===== config.mk =====
export PLATFORM = sky130hd
export DESIGN_NAME = tbc_key_regs
export DESIGN_NICKNAME = d
export VERILOG_FILES = /design/src/sv/tbc_pkg.sv /design/src/sv/tbc_key_regs.sv
export SDC_FILE = /design/constraint.sdc
export NUM_CORES = 1
export LEC_CHECK = 0
export ABC_CLOCK_PERIOD_IN_PS = 2900
export BUFFER_PORTS_ARGS = -buffer_cell sky130_fd_sc_hd__buf_2
export CORE_MARGIN = 5
export CORE_UTILIZATION = 50
export DETAILED_ROUTE_END_ITERATION = 10
export GPL_TIMING_DRIVEN = 0
export PLACE_DENSITY = 0.77
export SYNTH_ARGS = -nofsm -noshare
export SYNTH_HDL_FRONTEND = slang
export SYNTH_SLANG_ARGS = --single-unit

===== constraint.sdc =====
create_clock -name clock -period 2.9 [get_ports clock]
set_clock_uncertainty 0.15 [all_clocks]
set_input_delay 0.58 -clock clock [delete_from_list [all_inputs] [get_ports clock]]
set_output_delay 0.58 -clock clock [all_outputs]
set_load 0.005 [all_outputs]

===== src/sv/tbc_pkg.sv =====
package tbc_pkg;

   localparam int unsigned WORD_W     = 32;
   localparam int unsigned NUM_ROUNDS = 32;
   localparam logic [WORD_W-1:0] TEA_DELTA = 32'hb979379e;

   localparam int unsigned CSR_INDEX_W = 8;
   localparam int unsigned CSR_DATA_W  = WORD_W;

   typedef enum logic [CSR_INDEX_W-1:0] {
      CSR_KEY_WORD_ZERO  = 8'd0,
      CSR_KEY_WORD_ONE   = 8'd1,
      CSR_KEY_WORD_TWO   = 8'd2,
      CSR_KEY_WORD_THREE = 8'd3
   } csr_index_type;

   localparam logic KIND_ENCRYPT = 1'b0;
   localparam logic KIND_DECRYPT = 1'b1;

   typedef struct packed {
      logic [WORD_W-1:0] k0;
      logic [WORD_W-1:0] k1;
      logic [WORD_W-1:0] k2;
      logic [WORD_W-1:0] k3;
   } key_set_type;

   typedef struct packed {
      logic              kind;
      logic [WORD_W-1:0] w0;
      logic [WORD_W-1:0] w1;
      logic              last;
   } stage_data_type;

   // Running sum after n additions of the round constant, modulo 2^32.
   function automatic logic [WORD_W-1:0] tea_sum(input int unsigned n);
      logic [2*WORD_W-1:0] prod;
      prod = (2*WORD_W)'(n) * (2*WORD_W)'(TEA_DELTA);
      return prod[WORD_W-1:0];
   endfunction

endpackage


===== src/sv/tbc_key_regs.sv =====
module tbc_key_regs
   import tbc_pkg::*;
(
   input  logic                   clock,
   input  logic                   reset,
   input  logic                   csr_we,
   input  logic [CSR_INDEX_W-1:0] csr_index,
   input  logic [CSR_DATA_W-1:0]  csr_wdata,
   output key_set_type            keys
);

   key_set_type keys_ff;
   key_set_type keys_in;

   always_comb begin
      keys_in = keys_ff;
      if (csr_we) begin
         unique case (csr_index)
            CSR_KEY_WORD_ZERO:  keys_in.k0 = csr_wdata[WORD_W-1:0];
            CSR_KEY_WORD_ONE:   keys_in.k1 = csr_wdata[WORD_W-1:0];
            CSR_KEY_WORD_TWO:   keys_in.k2 = csr_wdata[WORD_W-1:0];
            CSR_KEY_WORD_THREE: keys_in.k3 = csr_wdata[WORD_W-1:0];
            default:            keys_in = keys_ff;
         endcase
      end
   end

   always_ff @(posedge clock) begin
      if (reset) begin
         keys_ff <= '0;
      end else begin
         keys_ff <= keys_in;
      end
   end

   assign keys = keys_ff;

endmodule


; After elaboration in Yosys (flattened, before gate mapping)
; Cells that the tools add are included.
[classes]
n_addsub = 0
multipliers = 0
div = 0
magnitude_cmp = 0
eq_ne = 3
shift = 0
muxes = 0
bitwise = 0
n_reduce_logical = 5
[op_table]
columns = cell, count
row1 = "8-bit by 2-bit equality test with 1-bit output, second input constant", 2
row2 = "8-bit by 1-bit equality test with 1-bit output, second input constant", 1
row3 = 8-bit logical NOT, 1
row4 = 2-bit AND reduction, 4
[word_totals]
ff_bits = 128
latch_bits = 0
ram_bits = 0
romBits = 0
in_bits = 43
output_inout_bits = 128
word_cells = 12
mem_count = 0

; Longest topological paths before layout
[depth]
depth_word = 2
mapped_depth = 5
ltp_nobuf = 3

; Worst setup path after synthesis
; OpenSTA, ideal clock, no wires.
[synth_path]
path_kind = input-to-reg
start = in csr_index[6]
end = reg keys_ff, in the netlist keys[100]
setup_ns = 0.072
arrival_ns = 1.644
path_slack_ns = 1.035
stages = 5
path_cell_list = nor4b_4 > and4bb_2 > buf_6 > buf_8 > mux2i_1
[synth_between]
elab_chain_cells = 2
[synth_lines]
columns = item, line
row1 = from (decl), tbc_key_regs.sv:7  ; input logic [CSR_INDEX_W-1:0] csr_index,
row2 = 8-bit logical NOT, tbc_key_regs.sv:18  ; unique case (csr_index)
row3 = 2-bit AND reduction (no source line), --
row4 = to (signal assigned), tbc_key_regs.sv:32  ; keys_ff <= keys_in;
row5 = to (decl), tbc_key_regs.sv:12  ; key_set_type keys_ff;
; Every way passes these cells.
; A chain may end at the register's enable or synchronous reset.

; Final worst setup path
[layout_path]
start = in csr_index[6]
end = reg keys_ff, in the netlist keys[109]
; The elaborated chain is that of the path after synthesis.

==> results.cfg <==
[status]
outcome = finished clean

[worst_setup_path]
crit_chain = buf_2 > nor4b_4 > and4bb_2 > buf_6 > buf_8 > mux2i_1
start_kind = primary input
path_buf_inv = 3
cp-end-kind = flip-flop
path_delay_family = simple AND/OR/NAND/NOR gates
max_stage_delay_ns = 0.41
worstPathMaxFanout = 10
crit_arrival_ns = 1.97
cp.required_ns = 3.15
crit_type = in2reg
critPathSlowestCell = nor4b_4

[yosys]
synth_area_leader_cell = dfxtp_1
synth.top_cell.area_share_pct = 49.7
yosysUniqueCellTypes = 11
ys_seq_elements = 128
synth_common_cells = 160 x nand2b_1, 128 x dfxtp_1, 128 x mux2i_1, 17 x clkbuf_1, 10 x buf_6
synthSimpleGateAreaFrac_pct = 21.1
synth_most_common_cell = nand2b_1
synth_area_leaders = dfxtp_1 50%, mux2i_1 25%, nand2b_1 19%
synth-seq-area-share_pct = 49.7
synthArstFlopShare_pct = 0
syn-cell-area_um2 = 5150
syn_inst = 452
syn_avg_cell_area_um2 = 11.4
synth_ff_type = dfxtp_1
synth_compound_area_share_pct = 0
yosysWarnings = 0
synth_top_family_by_area = multiplexers
synthMuxAreaShare_pct = 24.9
syn-num-nets = 495
synth_fa_ha_area_share_pct = 0
synth_enable_flop_cells = 0
synth-xor-area-share_pct = 0

[global_route]
grt_pass1_wl_um = 21400
track_usage_pct = 21.5
grt_overflow = 0
grt_max_degree = 17
grt_pass1_vias = 4130
antenna_found_initial = 2

[routing]
ant_nets = 0
first_pass_iters = 4
drc = 0
wl_um = 13300
routed_via_density = 4.86
wl_per_cell_um = 16.8
drtIter0Drc = 147
vias = 3841

[clock_tree]
clockBufferDepth = 2
postCtsHoldBufs = 0
cts.sinks = 128
cts_made_buffers = 17
cts_tree = yes
worstSkewPairLatency_ns = 0.49
h-tree-depth = 4
clockRootBuffer = clkbuf_8
cts_resized = 0
path_clk_slew_ns = 0.06
post_cts_buffers = 0

[timing]
setup_viol = 0
setup_ws_ns = 1.18
maxSlewViolCount = 0
period_needed_ns = 1.72
slew_headroom_pct = 67.6
final.setup.tns_ns = 0
rsz0062_at_grt = false
hold_viol = 0
fin_crit_sh_pct = 59.2
max_freq_mhz = 582
tightestPinTransition_ns = 0.485

[finish]
instances_no_fill = 791
areaGrowthSynthToFinish_pct = 31.3
layout.nets = 683
largest_reg_flops = 128
drive_above_1_share_pct = 32.9

[worst_hold_path]
worstHoldPathType = in2reg

[run]
max-cap-violations = 0

[place]
post-place-ws_ns = 0.718
placedCellCount = 757
io_buffers = 169
hpwlAfterDp_um = 9780
gp_congestion = 0.778

[die]
dieArea_um2 = 12400
chipHeight_um = 112
io_pins = 171
initial_utilization_pct = 50.6
rows = 37
core_um2 = 10200
die_width_um = 112

[power_and_ir_drop]
power_density_nw_per_um2 = 598
vdd_drop_max_mv = 0.395
p_leak_nw = 3.60
## cell usage in the layout (no fill, tap or decap), drive strengths merged
cell / n
nand4b: 2
bufinv: 4
clkbuf: 39
nor3: 1
diode: 2
dfxtp: 128
nor4b: 1
mux2i: 128
nand4: 1
and4bb: 1
buf: 182
clkinv: 3
clkinvlp: 3
nand2b: 160
## where the power goes
part | switching, mW | leakage (nW) | internal [mW]
Sequential | 0.00120 | 1.03 | 1.76
Clock | 0.742 | 0.279 | 1.39
Combinational | 0.0759 | 2.29 | 0.0710
Total | 0.819 | 3.60 | 3.23
## worst min-delay path, delay by kind of cell
kind	cells	cell delay, ns
buffers and inverters	1	0.07
multiplexers	1	0.13
AND/OR/NAND/NOR	1	0.09
## final timing paths
check	start	endpoint	slack, ns	cells past startpoint
setup reg to reg	keys[109]	keys[109]	2.07	2
hold reg to reg	keys[113]	keys[113]	0.32	2
setup / recovery	csr_index[6]	keys[109]	1.18	6
hold / removal	csr_wdata[9]	keys[73]	0.28	3
## logic make-up (layout without fill, tap and decap cells)
| group | Yosys count | in the layout |
|---|---|---|
| mux | 128 | 128 |
| buf+inv | 30 | 231 |
| simple gates | 166 | 166 |
| other cells | 0 | 2 |
| flops | 128 | 128 |
## routing by layer
metal	vias to the layer above	part of all wire (%)	global-route usage, %
met5	-	0	0
met4	0	1.2	6.33
met3	10	6.6	7.99
met2	112	49	36.9
met1	1839	43	25.2
li1	1880	-	-
## area by class of cell
| class | instances | area, um2 |
|---|---|---|
| flip-flops and latches | 128 | 2560 |
| plain buffers | 30 | 221 |
| multi-input cells | 294 | 2370 |
| well taps | 136 | 170 |
| clock inverters | 10 | 161 |
| repair buffers | 169 | 846 |
| diodes | 2 | 5.00 |
| clock buffers | 22 | 433 |
| fillers | 832 | 3410 |
## per-stage QoR
step	power (mW)	area (um2)	utilization, %	hold slack, ns
final	4.05	6770	66.5	0.275
after global routing	4.19	6770	66.5	0.280
after CTS	4.08	6770	66.4	0.258
after detailed placement	1.95	6170	60.6	0.311
after global placement	1.95	6170	60.6	0.306
after floorplan	1.88	5150	-	0.315
No activity file was read; power rests on OpenSTA's default activity.
