`src/sv/tbc_pkg.sv`:
```
package tbc_pkg;

   localparam int unsigned WORD_W     = 32;
   localparam int unsigned NUM_ROUNDS = 32;
   localparam logic [WORD_W-1:0] TEA_DELTA = 32'hb979379e;

   localparam int unsigned CSR_INDEX_W = 8;
   localparam int unsigned CSR_DATA_W  = WORD_W;

   typedef enum logic [CSR_INDEX_W-1:0] {
      CSR_KEY_WORD_ZERO  = 8'd0,
      CSR_KEY_WORD_ONE   = 8'd1,
      CSR_KEY_WORD_TWO   = 8'd2,
      CSR_KEY_WORD_THREE = 8'd3
   } csr_index_type;

   localparam logic KIND_ENCRYPT = 1'b0;
   localparam logic KIND_DECRYPT = 1'b1;

   typedef struct packed {
      logic [WORD_W-1:0] k0;
      logic [WORD_W-1:0] k1;
      logic [WORD_W-1:0] k2;
      logic [WORD_W-1:0] k3;
   } key_set_type;

   typedef struct packed {
      logic              kind;
      logic [WORD_W-1:0] w0;
      logic [WORD_W-1:0] w1;
      logic              last;
   } stage_data_type;

   // Running sum after n additions of the round constant, modulo 2^32.
   function automatic logic [WORD_W-1:0] tea_sum(input int unsigned n);
      logic [2*WORD_W-1:0] prod;
      prod = (2*WORD_W)'(n) * (2*WORD_W)'(TEA_DELTA);
      return prod[WORD_W-1:0];
   endfunction

endpackage

```
`src/sv/tbc_half_round.sv`:
```
module tbc_half_round
   import tbc_pkg::*;
#(
   parameter int unsigned ROUNDS = NUM_ROUNDS,
   parameter int unsigned STAGE  = 0
) (
   input  logic           clock,
   input  logic           reset,
   input  key_set_type    keys,
   input  logic           in_valid,
   output logic           in_ready,
   input  stage_data_type in_data,
   output logic           out_valid,
   input  logic           out_ready,
   output stage_data_type out_data
);

   // Encryption round r uses (r+1) deltas; decryption round r uses (ROUNDS-r).
   localparam logic [WORD_W-1:0] ENC_SUM = tea_sum(STAGE / 2 + 1);
   localparam logic [WORD_W-1:0] DEC_SUM = tea_sum(ROUNDS - STAGE / 2);
   localparam logic FIRST_HALF = ((STAGE % 2) == 0);

   function automatic logic [WORD_W-1:0] mix_half(
      input logic [WORD_W-1:0] v,
      input logic [WORD_W-1:0] sum,
      input logic [WORD_W-1:0] ka,
      input logic [WORD_W-1:0] kb
   );
      logic [WORD_W-1:0] a;
      logic [WORD_W-1:0] b;
      logic [WORD_W-1:0] c;
      a = (v << 4) + ka;
      b = v + sum;
      c = (v >> 5) + kb;
      return a ^ b ^ c;
   endfunction

   logic              valid_ff;
   stage_data_type    data_ff;
   stage_data_type    data_in;
   logic              upd_w0;
   logic [WORD_W-1:0] sum;
   logic [WORD_W-1:0] src;
   logic [WORD_W-1:0] dst;
   logic [WORD_W-1:0] ka;
   logic [WORD_W-1:0] kb;
   logic [WORD_W-1:0] mix;
   logic [WORD_W-1:0] upd;

   // Encryption updates the first word in the first half and the second word
   // in the second half; decryption runs the two halves in the opposite order.
   always_comb begin
      upd_w0 = FIRST_HALF ^ (in_data.kind == KIND_DECRYPT);
      sum    = (in_data.kind == KIND_DECRYPT) ? DEC_SUM : ENC_SUM;
      src    = upd_w0 ? in_data.w1 : in_data.w0;
      dst    = upd_w0 ? in_data.w0 : in_data.w1;
      ka     = upd_w0 ? keys.k0 : keys.k2;
      kb     = upd_w0 ? keys.k1 : keys.k3;
      mix    = mix_half(src, sum, ka, kb);
      upd    = (in_data.kind == KIND_DECRYPT) ? (dst - mix) : (dst + mix);
      data_in = in_data;
      if (upd_w0) begin
         data_in.w0 = upd;
      end else begin
         data_in.w1 = upd;
      end
   end

   assign in_ready = !valid_ff || out_ready;

   always_ff @(posedge clock) begin
      if (reset) begin
         valid_ff <= 1'b0;
      end else if (in_ready) begin
         valid_ff <= in_valid;
      end
   end

   always_ff @(posedge clock) begin
      if (in_ready && in_valid) begin
         data_ff <= data_in;
      end
   end

   assign out_valid = valid_ff;
   assign out_data  = data_ff;

endmodule

```
`config.mk`:
```
export PLATFORM = sky130hd
export DESIGN_NAME = tbc_half_round
export DESIGN_NICKNAME = d
export VERILOG_FILES = /design/src/sv/tbc_pkg.sv /design/src/sv/tbc_half_round.sv
export SDC_FILE = /design/constraint.sdc
export NUM_CORES = 1
export LEC_CHECK = 0
export BUFFER_PORTS_ARGS = -buffer_cell sky130_fd_sc_hd__buf_2
export CORE_UTILIZATION = 57
export DETAILED_ROUTE_END_ITERATION = 7
export HOLD_SLACK_MARGIN = 0.06
export PLACE_DENSITY = 0.87
export SETUP_SLACK_MARGIN = 0.15
export SYNTH_ARGS = -nofsm -noshare
export SYNTH_HDL_FRONTEND = slang
export SYNTH_SLANG_ARGS = --single-unit
```
`constraint.sdc`:
```
create_clock -name clock -period 9.3 [get_ports clock]
set_input_delay 0 -clock clock [delete_from_list [all_inputs] [get_ports clock]]
set_output_delay 0 -clock clock [all_outputs]
set_load 0.02 [all_outputs]
```
# Word-level counts from Yosys, hierarchy flattened

Index checks and enable logic that the tools add are counted.

Memories: 0
Flip-flop bits (word level): 67
Bits in latches: 0
Output and inout bits: 68
Word-level logic and storage cells: 23
Bits in writable memories: 0
Bits in read-only memories: 0

Add/sub/neg operators: 5
Shift-type cells: 0
Multipliers: 0
Divide/modulo/power cells: 0
Eq/ne operators: 0
Reductions and logical operators: 3
Bitwise logic cells: 2
Muxes and demuxes: 8
$lt $le $gt $ge: 0

Operators by type and width:

| kind                                      | number |
|---|---|
| 32-bit 2-to-1 mux                         | 8 |
| 32-bit adder                              | 3 |
| 32-bit XOR                                | 2 |
| 27-bit by 32-bit adder with 32-bit output | 1 |
| 32-bit subtractor                         | 1 |
| 1-bit logical AND                         | 1 |
| 1-bit logical NOT                         | 1 |
| 1-bit logical OR                          | 1 |

# Depth between registers and ports, before layout

Depth after elaboration: 7
Mapped depth: 37

# Worst setup path after synthesis

No wires, ideal clock.

Kind: input -> register
Start: input in_data[65] (netlist bit)
End: register data_ff, in the netlist out_data[64] (data pin)
Slack: 1400 ps
Stages: 35
Buffers on the path: 11
Setup time: 158 ps
Arrival: 7742 ps
Cells stage by stage: buf_6 -> buf_6 -> buf_4 -> buf_4 -> buf_4 -> buf_2 -> buf_2 -> clkbuf_1 -> clkbuf_1 -> clkbuf_1 -> clkbuf_1 -> mux2i_1 -> inv_1 -> ha_1 -> a211oi_2 -> o22ai_1 -> a21boi_0 -> xnor3_1 -> or4b_4 -> nor3_1 -> nor4b_1 -> and3_1 -> nor2_1 -> xor2_1 -> ha_1 -> a21o_1 -> a21o_1 -> a21oi_1 -> o21ai_0 -> a221o_1 -> a211o_1 -> a31oi_1 -> xnor2_1 -> or3_1 -> o211ai_1

RTL lines:

| what                   | line                 | source |
|---|---|---|
| start: declaration     | tbc_half_round.sv:12 | `input stage_data_type in_data,` |
| end signal: assignment | tbc_half_round.sv:81 | `data_ff <= data_in;` |
| end: declaration       | tbc_half_round.sv:39 | `stage_data_type data_ff;` |

==> results.md <==
* Final worst path period share at 81.8%
* Num rows at 51
* Crit. path cell count at 26
* Crit path DAT at 7.78 ns
* Routability Congestion at 0.982
* H-tree depth at 3
* Pins Over Slew Limit at 0
* Layout area overhead at 18.7%
* Distinct cells, synth at 89
* Initial DRT Pass Iterations at 6
* Top Ports at 266
* Layout cell share with drive strength beyond 1 at 25.7%
* Rel. slew slack at 27.0%
* Run status: complete, no violations
* Worst-path maximum fanout at 121
* Post-route DRC at 0
* Synth top area share at 17.6%
* Die Wd at 143 um
* Max-cap viol count at 0
* Initial antenna violation count at 2
* FF+latch count, synth at 67
* Yosys warnings at 0
* FMAX at 0.131 GHz
* Slew @ Worst Pin at 1.08 ns
* VDD IR max at 0.130 mV
* Post-Layout Inst Area at 13400 sq um
* Vias in the first global route at 10400
* R2R cell count at 3
* Cells after synthesis at 1334
* Syn Area/Cell at 8.45 sq um
* Setup crit start kind: input pin
* DP Wirelength at 27400 um
* Most frequently used flop master after synthesis: edfxtp_1
* Postcts setup bufs at 0
* Total die area at 20300 sq um
* Post-synth EDFFs at 66
* Setup slack, reg-to-reg at 7.70 ns
* Final Hold Fails at 0
* Root buf cell: clkbuf_16
* Initial Util at 58.1%
* Clock Latency Late Sink at 0.33 ns
* Worst hold path type: input pin to register
* Setup TNS at 0 ns
* Remaining global-route overflow at 0
* Clk network pwr share at 10.6%
* R2r endpoint: out_data[62]
* CTS tree: done
* WS Path Type: input pin to register
* DR iter-0 viols at 1196
* PortBufs at 265
* Combinational Power Share at 74.2%
* Worst hold path startpoint: in_data[9]
* WL/cell at 18.5 um
* Core Area at 19400 sq um
* Final worst path period need at 7.61 ns
* Number of buffers created by CTS at 9
* Net switching power at 1.70 mW
* Post-place instance area at 12800 sq um
* WHS Path Cells at 3
* Die span in y at 143 um
* Largest cells by area after synthesis: edfxtp_1 18%, ha_1 10%, xnor2_1 10%, mux2_2 9.2%, a21oi_1 4.8%
* Antenna Nets Post-Route at 0
* Clk sink count at 67
* Largest stage delay, worst path at 0.60 ns
* Util after Layout at 68.9%
* CP endpoint kind: register
* Hold slack final at 0.0699 ns
* FFs w/ async S/R, synth at 0%
* Final wirelength at 34600 um
* RSZ-0062 raised after global routing: no
* Net Sw Frac at 47.8%
* Vias per inst at 6.17
* Total Routing Usage GR at 33.8%
* Reg power frac at 15.2%
* CTS Buffer Depth at 2
* R2R Path Start: out_valid
* CP most frequent cell: a21oi_1
* Most frequent cells in the layout: 264 x buf_2, 131 x xnor2_1, 116 x nand2_1, 109 x o21ai_0, 109 x a21oi_1
* Largest net degree at the start of global routing at 169
* Internal power at 1.86 mW
* Mapped cell area at 11300 sq um
* Worst path required time at 9.47 ns
* Commonest non-fill, non-tap cell in the layout: buf_2
* CTS-repair resized insts at 0
* Clk_skew at 0.00554 ns
* Syn nets at 1629
* Fin nets at 1890
* WHS Endpoint: out_data[9]
* Global-route wire length before repair at 53900 um
* Leak at 5.91 nW
* Clk slew on worst S/H paths at 0.06 ns
* Critical path buffers and inverters at 2
* Critical path's slowest cell: clkbuf_8
* Setup violators final at 0
* Hold Buf Count CTS at 27
* Seq/Total Area, Yosys at 17.8%
* Via count at 11500
* PD cells at 266 nW/um^2
* Delay-heaviest family, CP: simple AND/OR/NAND/NOR gates
* Leading area contributor after synthesis: edfxtp_1
[cells in the mapped netlist, types with 17 or more instances]
master and count:
nand2b_1 20, xor2_1 49, a21oi_1 109, nor3_1 17
xnor2_1 131, a31oi_1 25, o21bai_1 18, nand3_1 19
nand2_1 116, o21ai_0 109, inv_1 49, a21o_1 37
edfxtp_1 66, clkbuf_1 30, mux2_2 92, ha_1 93
nor2_1 62
[how the worst max path moves through the flow]
stage | from | endpoint | slack, ns
after global placement | in_data[65] | out_data[64] | 1.83
final | in_data[65] | out_data[64] | 1.69
after CTS | in_data[65] | out_data[63] | 1.87
after detailed placement | in_data[65] | out_data[64] | 1.62
after floorplan | in_data[65] | out_data[64] | 1.40
after global routing | in_data[65] | out_data[63] | 1.14
[worst register-to-register path: cells and delay by family, from the launching register on]
| kind | cells | cell delay, ns |
|---|---|---|
| simple gates | 2 | 0.25 |
| buf+inv | 1 | 0.61 |
| flops | 1 | 0.31 |
[state kept, by name, indices dropped and copies added, names as in the netlist]
signal and cells:
out_valid 1, out_data 66
[cell families after synthesis]
| logic type | synth area share (%) |
|---|---|
| compound gates | 24.3 |
| xor+xnor | 17.2 |
| fa+ha+maj | 11.0 |
| buf+inv | 3.50 |
| flops | 17.8 |
| mux | 10.7 |
| simple gates | 15.6 |
[stage by stage]
step	cells	power [mW]	setup WS (ns)
final	1869	3.56	1.69
after global routing	1868	3.81	1.14
after CTS	1865	3.49	1.87
after detailed placement	1822	3.08	1.62
after global placement	1822	3.03	1.83
after floorplan	1334	2.50	1.40
[per-layer routing]
metal | global-route usage, % | vias to the layer above | part of all wire (%)
li1 | - | 5500 | -
met1 | 50.0 | 5305 | 45
met2 | 51.2 | 651 | 43
met3 | 4.33 | 70 | 9.9
met4 | 9.00 | 0 | 2.2
met5 | 0 | - | 0
[cell type report]
class	count	area (sq um)
Tap cell	265	332
Sequential cell	67	2000
Inverter	49	184
Clock buffer	10	229
Antenna cell	4	10.0
Clock inverter	6	104
Multi-Input combinational cell	1173	8870
Fill cell	1601	6020
Timing Repair Buffer	295	1640
[power by group through the flow]
stage / clock network, mW / registers, mW / logic [mW]
3_3_place_gp: 0 / 0.545 / 2.48
6_report: 0.377 / 0.543 / 2.64
3_5_place_dp: 0 / 0.548 / 2.53
4_1_cts: 0.381 / 0.544 / 2.56
5_1_grt: 0.394 / 0.555 / 2.86
2_1_floorplan: 0 / 0.703 / 1.80
Note: power is estimated with default switching activity, not from simulation.
